## config.mk

```make
export PLATFORM = sky130hd
export DESIGN_NAME = voltage_current_report_parser_unit
export DESIGN_NICKNAME = d
export VERILOG_FILES = /design/src/rtl/vcrp_pkg.sv /design/src/rtl/voltage_current_report_parser_unit.sv
export SDC_FILE = /design/constraint.sdc
export NUM_CORES = 1
export LEC_CHECK = 0
export BUFFER_PORTS_ARGS = -buffer_cell sky130_fd_sc_hd__buf_2
export CAP_MARGIN = 5
export CORE_ASPECT_RATIO = 0.7
export CORE_MARGIN = 3
export CORE_UTILIZATION = 60
export CTS_BUF_LIST = sky130_fd_sc_hd__clkbuf_4
export CTS_CLUSTER_SIZE = 30
export DETAILED_ROUTE_END_ITERATION = 12
export PLACE_DENSITY = 0.81
export SKIP_LAST_GASP = 1
export SYNTH_ARGS = -nofsm -noshare
export SYNTH_HDL_FRONTEND = slang
export SYNTH_SLANG_ARGS = --single-unit
```

## constraint.sdc

```tcl
create_clock -name clk_i -period 6.65 [get_ports clk_i]
set_clock_uncertainty 0.2 [all_clocks]
set_input_delay 0.665 -clock clk_i [delete_from_list [all_inputs] [get_ports clk_i]]
set_output_delay 0.665 -clock clk_i [all_outputs]
set_load 0.02 [all_outputs]
```

## src/rtl/vcrp_pkg.sv

```systemverilog
// ----------------------------------------------------------------------------
// vcrp_pkg: voltage/current report parser definitions
// Shared widths, character codes and parser phase codes.
// ----------------------------------------------------------------------------
package vcrp_pkg;

  localparam int unsigned VALUE_BITS = 24;
  localparam int unsigned OUT_BITS   = 24;
  localparam int unsigned BYTE_BITS  = 8;
  // Enough headroom for acc * 10 + 9.
  localparam int unsigned WIDE_BITS  = VALUE_BITS + 4;

  localparam logic [VALUE_BITS-1:0] ACC_MAX = {VALUE_BITS{1'b1}};

  localparam logic [BYTE_BITS-1:0] CH_ZERO  = 8'h30;
  localparam logic [BYTE_BITS-1:0] CH_NINE  = 8'h39;
  localparam logic [BYTE_BITS-1:0] CH_M     = 8'h6D;
  localparam logic [BYTE_BITS-1:0] CH_V     = 8'h56;
  localparam logic [BYTE_BITS-1:0] CH_A     = 8'h41;
  localparam logic [BYTE_BITS-1:0] CH_SPACE = 8'h20;
  localparam logic [BYTE_BITS-1:0] CH_TAB   = 8'h09;
  localparam logic [BYTE_BITS-1:0] CH_CR    = 8'h0D;

  typedef enum logic [2:0] {
    PH_IDLE = 3'd0,
    PH_VNUM = 3'd1,
    PH_VM   = 3'd2,
    PH_MV   = 3'd3,
    PH_ANUM = 3'd4,
    PH_AM   = 3'd5,
    PH_ERR  = 3'd6
  } phase_e;

endpackage

```

## src/rtl/voltage_current_report_parser_unit.sv

```systemverilog
// ----------------------------------------------------------------------------
// voltage_current_report_parser_unit
// Parses <digits>mV<whitespace><digits>mA reports from a byte stream.
// ----------------------------------------------------------------------------
// Usage:
//   The input channel carries one ASCII byte per item (in_valid_i,
//   in_ready_o, byte_in_i). The output channel carries one item per
//   completed report (out_valid_o, out_ready_i, millivolts_o, milliamps_o).
//   Both values saturate at all ones and are the low 24 bits of the
//   internal accumulators.
//   A byte is captured in an input register, then parsed from there by the
//   phase update logic, which also loads the result register. The closing
//   'A' thus passes the input register, then the result register, before it
//   shows up as a result item. One byte is taken every cycle unless a waiting
//   result stalls; the only loop is the phase and accumulator update.
//   While the receiver stalls with a result waiting, parsing stops and at
//   most one byte waits in the input register; once it is full, in_ready_o
//   stays low until the result is taken.
//   Reset puts the parser in the idle phase, clears both accumulators and
//   empties the input and result registers.
// ----------------------------------------------------------------------------
module voltage_current_report_parser_unit (
  input  logic                             clk_i,
  input  logic                             rst_ni,
  input  logic                             in_valid_i,
  output logic                             in_ready_o,
  input  logic [vcrp_pkg::BYTE_BITS-1:0]   byte_in_i,
  output logic                             out_valid_o,
  input  logic                             out_ready_i,
  output logic [vcrp_pkg::OUT_BITS-1:0]    millivolts_o,
  output logic [vcrp_pkg::OUT_BITS-1:0]    milliamps_o
);
  import vcrp_pkg::*;

  logic                  in_valid_q;
  logic [BYTE_BITS-1:0]  byte_q;
  phase_e                phase_q, phase_d;
  logic [VALUE_BITS-1:0] volt_q, volt_d;
  logic [VALUE_BITS-1:0] amp_q, amp_d;
  logic                  out_valid_q;
  logic [OUT_BITS-1:0]   mv_q, ma_q;

  logic                  advance;
  logic                  emit;
  logic                  is_dig;
  logic                  is_ws;
  logic [3:0]            digit;
  logic [VALUE_BITS-1:0] push_src;
  logic [WIDE_BITS-1:0]  push_wide;
  logic [VALUE_BITS-1:0] push_val;

  assign advance    = in_valid_q && (!out_valid_q || out_ready_i);
  assign in_ready_o = !in_valid_q || advance;

  assign is_dig = (byte_q >= CH_ZERO) && (byte_q <= CH_NINE);
  assign is_ws  = (byte_q == CH_SPACE) || ((byte_q >= CH_TAB) && (byte_q <= CH_CR));
  assign digit  = is_dig ? 4'(byte_q - CH_ZERO) : 4'd0;

  // One shared digit push: acc * 10 + d, saturating at the maximum.
  assign push_src  = (phase_q == PH_ANUM) ? amp_q : volt_q;
  assign push_wide = (WIDE_BITS'(push_src) << 3) + (WIDE_BITS'(push_src) << 1)
                     + WIDE_BITS'(digit);
  assign push_val  = (push_wide > WIDE_BITS'(ACC_MAX)) ? ACC_MAX
                                                        : push_wide[VALUE_BITS-1:0];

  always_comb begin
    phase_d = phase_q;
    volt_d  = volt_q;
    amp_d   = amp_q;
    emit    = 1'b0;
    case (phase_q)
      PH_VNUM: begin
        if (is_dig) begin
          volt_d = push_val;
        end else begin
          phase_d = (byte_q == CH_M) ? PH_VM : PH_ERR;
        end
      end
      PH_VM: begin
        phase_d = (byte_q == CH_V) ? PH_MV : PH_ERR;
      end
      PH_MV: begin
        if (is_dig) begin
          amp_d   = VALUE_BITS'(digit);
          phase_d = PH_ANUM;
        end else if (!is_ws) begin
          phase_d = PH_ERR;
        end
      end
      PH_ANUM: begin
        if (is_dig) begin
          amp_d = push_val;
        end else begin
          phase_d = (byte_q == CH_M) ? PH_AM : PH_ERR;
        end
      end
      PH_AM: begin
        if (byte_q == CH_A) begin
          emit    = 1'b1;
          phase_d = PH_IDLE;
        end else begin
          phase_d = PH_ERR;
        end
      end
      PH_ERR: begin
        if (byte_q == CH_A) begin
          phase_d = PH_IDLE;
        end
      end
      default: begin
        // Idle, and the unused code behaves the same way.
        if (is_dig) begin
          volt_d  = VALUE_BITS'(digit);
          phase_d = PH_VNUM;
        end else begin
          phase_d = PH_IDLE;
        end
      end
    endcase
  end

  always_ff @(posedge clk_i or negedge rst_ni) begin
    if (!rst_ni) begin
      in_valid_q  <= 1'b0;
      phase_q     <= PH_IDLE;
      volt_q      <= '0;
      amp_q       <= '0;
      out_valid_q <= 1'b0;
    end else begin
      if (in_ready_o) begin
        in_valid_q <= in_valid_i;
      end
      if (advance) begin
        phase_q <= phase_d;
        volt_q  <= volt_d;
        amp_q   <= amp_d;
      end
      if (advance && emit) begin
        out_valid_q <= 1'b1;
      end else if (out_ready_i) begin
        out_valid_q <= 1'b0;
      end
    end
  end

  always_ff @(posedge clk_i) begin
    if (in_ready_o && in_valid_i) begin
      byte_q <= byte_in_i;
    end
    if (advance && emit) begin
      mv_q <= OUT_BITS'(volt_q);
      ma_q <= OUT_BITS'(amp_q);
    end
  end

  assign out_valid_o  = out_valid_q;
  assign millivolts_o = mv_q;
  assign milliamps_o  = ma_q;

`ifndef SYNTHESIS
  a_result_from_unit_phase: assert property (@(posedge clk_i) disable iff (!rst_ni)
    $rose(out_valid_q) |-> $past(phase_q) == PH_AM)
    else $error("result item loaded outside the unit phase");

  a_stall_only_when_full: assert property (@(posedge clk_i) disable iff (!rst_ni)
    !in_ready_o |-> (in_valid_q && out_valid_q && !out_ready_i))
    else $error("input stalled without a waiting result");

  a_idle_after_result: assert property (@(posedge clk_i) disable iff (!rst_ni)
    (advance && emit) |=> (phase_q == PH_IDLE) && out_valid_q)
    else $error("parser did not return to idle after a result");
`endif

endmodule

```

==> results.cfg, run 1 <==
[outcome]
outcome = completed

[sta]
period_minus_slack_ps = 5280
fin_crit_sh_pct = 79.3
hold_viol = 0
worstMarginPinSlew_ps = 1130
relSlewSlack_pct = 24.7
fin_setup_tns_ps = 0
fmax_mhz = 190
setup_slack_ps = 1370
grt_setup_unrepaired = false
setup_viol = 0
drv_slew = 0

[worst_setup_path]
critPathRequiredTime_ps = 6860
start_kind = flip-flop
critPathCaptureType = flip-flop
arrival_ps = 5490
worstSetupPathType = flip-flop to flip-flop
path_max_fanout = 32

[clocking]
clk_pin_slew_ps = 160
cts_tree = yes
cts.htree.levels = 3
cts_buffer_depth = 2
clockRootBuffer = clkbuf_4
cts_setup_buffers = 0
clk_latency_ps = 490
cts_resized = 0
cts_hold_buf = 0
cts_sinks = 109
cts_made_buffers = 9

[layout]
mostFrequentLayoutCell = nand2_1
antenna_cells = 0
fillers = 682
fin_nets = 680
drive_gt1_share_pct = 19.6
final_cell_mix = 117 x nand2_1, 61 x buf_2, 56 x edfxtp_1
synthToLayoutAreaGrowth_pct = 9.39

[route]
first_iter_violations = 490
viasPerCell = 6.42
ant_nets = 0
drt_wl_total_microns = 14900
post-route-drc-count = 0
drt_pre_antenna_iters = 6
vias = 4801
wire_per_inst_microns = 20.0

[place]
place_congestion = 0.965
placement.io_buffers = 61
hpwlAfterDp_microns = 10800
post-place-ws_ps = 1530

[logic_synthesis]
ys_types = 66
syn_inst = 561
synth_warnings = 0
synth_fp_nets = 622
netlist.area_leader.share_pct = 27.9
synth-seq-cells = 109
synth_edf_count = 56
ys.flop_type = edfxtp_1
yosysSeqAreaShare_pct = 49.9
synth_area_leaders = edfxtp_1 28%, dfrtp_1 22%, ha_1 9.8%, nand2_1 7.3%, a221o_1 3.3%
yosysTopAreaCell = edfxtp_1
ys_async_sr_fraction_pct = 48.6
syn_avg_cell_area_sq_um = 10.7
synth_area_sq_um = 6020

[die]
die_y_microns = 89.8
fp.dieArea_sq_um = 11300
dieWidth_microns = 126
io_pins = 62
rows = 29
start_util_pct = 64.1
core_sq_um = 9400

[power]
leakage_nw = 2.90
powerDensity_nw_per_um2 = 209
vdd_drop_max_mv = 0.134

[worst_hold_path]
hp-class = primary input to asynchronous set/reset pin

[grt]
grt_max_degree = 54
overflow = 0
grt_first_pass_wirelength_microns = 24100
grt_pass1_vias = 4388
antenna_found_initial = 0
grt_use_total_pct = 26.6

[job]
max-cap-violations = 0
-- cells in the mapped netlist, types with 3 or more instances --
master / count
xor2_1: 8
o21ai_0: 23
a31oi_1: 3
edfxtp_1: 56
nand2b_1: 5
a21o_1: 5
nor2b_1: 5
a21oi_1: 33
buf_2: 4
dfrtp_1: 53
nor3_1: 10
o21ai_1: 9
nor4_1: 3
ha_1: 47
and2_1: 3
nor2_1: 29
a221o_2: 16
nand2_1: 117
a221o_1: 20
xnor2_1: 12
o211ai_1: 9
o41ai_1: 3
nand4_1: 7
inv_1: 7
clkbuf_1: 12
nand3_1: 10
o21a_1: 3
-- per-stage QoR --
step           util [%]  hold WS (ps)  power, mW  area (sq um)  cells
6_report           70.1          91.2       1.38          6590    748
5_1_grt            70.1           114       1.44          6590    748
4_1_cts            70.1           107       1.38          6590    748
3_5_place_dp       68.5           266       1.04          6440    732
3_3_place_gp       68.5           260       1.02          6440    732
2_1_floorplan         -           169      0.962          6020    561
-- path summary, 6_finish.rpt --
check	end	from	cells past startpoint	slack, ps
min reg2reg	millivolts_o[6]	volt_q[6]	0	300
max in group asynchronous	volt_q[14]	rst_ni	2	5670
max reg2reg	amp_q[22]	phase_q[2]	14	1370
min	phase_q[0]	rst_ni	2	90
max	amp_q[22]	phase_q[2]	14	1370
min in group clk_i	byte_q[1]	byte_in_i[1]	1	150
-- flip-flops by register name, indices dropped and copies added (netlist names) --
name	flops
volt_q	24
phase_q	3
byte_q	8
millivolts_o	24
amp_q	24
milliamps_o	24
in_valid_q	1
out_valid_o	1
-- per-layer routing --
| layer | up-vias | track usage, % | share of wire, % |
|---|---|---|---|
| li1 | 2219 | - | - |
| met1 | 2267 | 41.5 | 44 |
| met2 | 291 | 37.1 | 42 |
| met3 | 24 | 7.05 | 13 |
| met4 | 0 | 6.52 | 1.7 |
| met5 | - | 0 | 0 |
-- power by group --
part | switching, mW | internal (mW) | leakage [nW]
sequential | 0.0422 | 0.737 | 1.18
clock | 0.231 | 0.120 | 0.0757
combinational | 0.174 | 0.0759 | 1.64
total | 0.447 | 0.932 | 2.90
-- logic make-up (layout without fill, tap and decap cells) --
family	Yosys count	in the layout	share of synthesized area [%]
and+or+nand+nor	203	203	15.0
AOI/OAI and AO/OA	151	151	19.3
DFF	109	109	49.9
adders and majority gates	49	49	10.4
buffers and inverters	27	90	2.04
xor gates and xnor gates	20	20	2.91
muxes	2	2	0.332
-- critical path: stages, from the launching register on --
cell and delay, ps:
dfrtp_1 560, nor2b_1 260, nand2_1 690, nand2_1 260
nand2_1 210, ha_1 350, ha_1 470, nand3_1 190
a41oi_1 460, o21ai_0 230, or2_1 260, o221a_2 150
o21a_4 140, a21oi_4 560, a221o_1 220
-- area by class of cell --
class | count | area [sq um] | area share, %
Sequential cell | 109 | 3010 | 45.7
Clock inverter | 7 | 83.8 | 1.27
Clock buffer | 9 | 67.6 | 1.03
Multi-Input combinational cell | 425 | 2900 | 44.0
Tap cell | 124 | 155 | 2.35
Timing Repair Buffer | 67 | 350 | 5.32
Inverter | 7 | 26.3 | 0.399
Power figures use the tool's default switching activity.
==> inputs of run 2 (changes only) <==
--- a/config.mk
+++ b/config.mk
@@ -5,6 +5,7 @@
 export SDC_FILE = /design/constraint.sdc
 export NUM_CORES = 1
 export LEC_CHECK = 0
+export ABC_AREA = 1
 export BUFFER_PORTS_ARGS = -buffer_cell sky130_fd_sc_hd__buf_2
 export CAP_MARGIN = 5
 export CORE_ASPECT_RATIO = 0.7
==> constraint.sdc (replaced) <==
create_clock -name clk_i -period 4.89 [get_ports clk_i]
set_clock_uncertainty 0.2 [all_clocks]
set_input_delay 0.489 -clock clk_i [delete_from_list [all_inputs] [get_ports clk_i]]
set_output_delay 0.489 -clock clk_i [all_outputs]
set_load 0.02 [all_outputs]
==> run 2 against run 1 <==
Global-route usage rose by 2.0 points. Largest power group is now combinational logic. Combinational power rose to 4.7 times the previous value. Critical path type unchanged. Via count grew 19%. Area after synthesis up 9.4%. Synthesized cell count is 44% higher. Clock power increased by 24%. Sequential share of layout area down 4.4 points. Non-clock buffer count is 11 higher.
==> results.cfg, run 2 <==
[clocking]
cts.htree.levels = 3
clk_pin_slew_ps = 170
clk_latency_ps = 480
cts_tree = yes
cts_setup_buffers = 0
cts_hold_buf = 9
cts_buffer_depth = 2
cts_resized = 0
cts_sinks = 109
cts_made_buffers = 9
clockRootBuffer = clkbuf_4

[logic_synthesis]
synth-seq-cells = 109
syn_avg_cell_area_sq_um = 8.14
syn_inst = 810
netlist.area_leader.share_pct = 25.5
synth_area_leaders = edfxtp_1 26%, dfrtp_1 20%, nand2_1 17%, ha_1 8.9%, inv_1 5.9%
yosysTopAreaCell = edfxtp_1
synth_most_common_cell = nand2_1
ys_top_cells_by_count = 293 x nand2_1, 104 x inv_1, 56 x edfxtp_1
yosysSeqAreaShare_pct = 45.6
synth_warnings = 0
synth_edf_count = 56
synth_fp_nets = 871
ys_async_sr_fraction_pct = 48.6
ys_types = 39
ys.flop_type = edfxtp_1
synth_area_sq_um = 6590

[layout]
drive_gt1_share_pct = 13.0
fin_nets = 945
final_cell_mix = 293 x nand2_1, 104 x inv_1, 61 x buf_2
fillers = 826
mostFrequentLayoutCell = nand2_1
synthToLayoutAreaGrowth_pct = 10.6

[power]
sequentialPowerShare_pct = 41.9
p_comb_share_pct = 42.4
vdd_drop_max_mv = 0.199
clockPowerShare_pct = 15.6
powerDensity_nw_per_um2 = 382
p_switching_mw = 1.21
finalPower_mw = 2.79
p_sw_share_pct = 43.4
leakage_nw = 3.73
p_int_mw = 1.58

[sta]
fin_setup_tns_ps = 0
fmax_mhz = 241
drv_slew = 0
grt_setup_unrepaired = false
worstMarginPinSlew_ps = 1070
relSlewSlack_pct = 28.5
setup_viol = 0
hold_viol = 0
setup_slack_ps = 742
period_minus_slack_ps = 4150
fin_crit_sh_pct = 84.8

[route]
vias = 5737
first_iter_violations = 572
wire_per_inst_microns = 16.6
ant_nets = 0
post-route-drc-count = 0
viasPerCell = 5.53
drt_wl_total_microns = 17200
drt_pre_antenna_iters = 6

[die]
core_sq_um = 10500
fp.dieArea_sq_um = 12300
rows = 31
io_pins = 62
start_util_pct = 62.7
die_y_microns = 93.7
dieWidth_microns = 131

[worst_setup_path]
critPathCaptureType = flip-flop
critPathRequiredTime_ps = 5040
crit_slowest_cell = fa_1
start_kind = flip-flop
path_max_fanout = 20
reg2reg_slack_ps = 740
worstSetupPathType = flip-flop to flip-flop
max_stage_delay_ps = 530
crit_top_cell = nand2_1
cp_cell_sequence = nor2_1, nand3_1, nor2_4, inv_2, nor2_1, fa_1, fa_1, nand2_1, nand2_1, nand3_1, nand2_2, nand2_1, nand3_1, nand2_1, nand2_1, nor2_2, buf_4, nand2_8, nor2_4, o21ai_1
arrival_ps = 4300

[place]
place_congestion = 0.994
hpwlAfterDp_microns = 13100
post-place-ws_ps = 834
placement.io_buffers = 61

[grt]
grt_pass1_vias = 5303
overflow = 0
grt_max_degree = 54
grt_use_total_pct = 28.6
antenna_found_initial = 0
grt_first_pass_wirelength_microns = 27300

[job]
max-cap-violations = 0

[outcome]
outcome = completed

[worst_hold_path]
hp-class = primary input to flip-flop
[run 2: cell types whose count changed after synthesis, sizes merged, moves of 13 or more]
cell	before	now
nor2	29	60
nand3	10	36
a21oi	37	24
inv	7	107
nand2	118	299
a221o	36	0
[run 2: cell families after synthesis]
family / synth area share [%]
compound gates: 6.68
xor+xnor: 2.39
fa+ha+maj: 9.53
buf+inv: 7.46
flops: 45.6
simple gates: 28.3
[run 2: cell type report]
| class | count | area, sq um | area share [%] |
|---|---|---|---|
| Multi-Input combinational cell | 579 | 3100 | 42.6 |
| Sequential cell | 109 | 3010 | 41.3 |
| Timing Repair Buffer | 78 | 455 | 6.25 |
| Inverter | 107 | 402 | 5.51 |
| Tap cell | 148 | 185 | 2.54 |
| Clock buffer | 9 | 67.6 | 0.927 |
| Clock inverter | 7 | 65.1 | 0.893 |
| Antenna cell | 1 | 2.50 | 0.0343 |
[run 2: power groups by stage]
stage	Combinational (mW)	Clock, mW	Sequential (mW)
floorplan	0.883	0	1.16
global placement	1.12	0	1.18
detailed placement	1.15	0	1.19
CTS	1.15	0.441	1.17
global route	1.31	0.475	1.18
finish	1.18	0.436	1.17
[run 2: critical path: cells and delay by family (launching register included)]
kind | cells | cell delay (ps)
DFF | 1 | 450
and+or+nand+nor | 15 | 1880
adders and majority gates | 2 | 1050
AOI/OAI and AO/OA | 1 | 70
buffers and inverters | 2 | 380
[run 2: final timing paths]
| path | startpoint | end | cells after the start |
|---|---|---|---|
| setup / recovery | byte_q[7] | amp_q[16] | 20 |
| min in group asynchronous | rst_ni | amp_q[1] | 3 |
| hold reg to reg | amp_q[18] | milliamps_o[18] | 0 |
| hold / removal | in_valid_i | in_valid_q | 3 |
| setup reg to reg | byte_q[7] | amp_q[16] | 20 |
| max in group asynchronous | rst_ni | volt_q[23] | 3 |
[run 2: routing by layer]
| layer | GRT usage [%] | vias up | part of all wire, % |
|---|---|---|---|
| met4 | 8.48 | 0 | 1.5 |
| met5 | 0 | - | 0 |
| met2 | 39.4 | 312 | 40 |
| li1 | - | 2767 | - |
| met1 | 44.0 | 2632 | 48 |
| met3 | 7.55 | 26 | 11 |
[run 2: metrics by stage]
step / util (%) / cell area [sq um] / cells / hold WS, ps
2_1_floorplan: - / 6600 / 810 / -6.59
6_report: 69.3 / 7290 / 1038 / 71.3
5_1_grt: 69.3 / 7290 / 1037 / 60.7
3_5_place_dp: 67.2 / 7060 / 1012 / 231
4_1_cts: 69.3 / 7290 / 1037 / 45.1
3_3_place_gp: 67.2 / 7060 / 1012 / 229
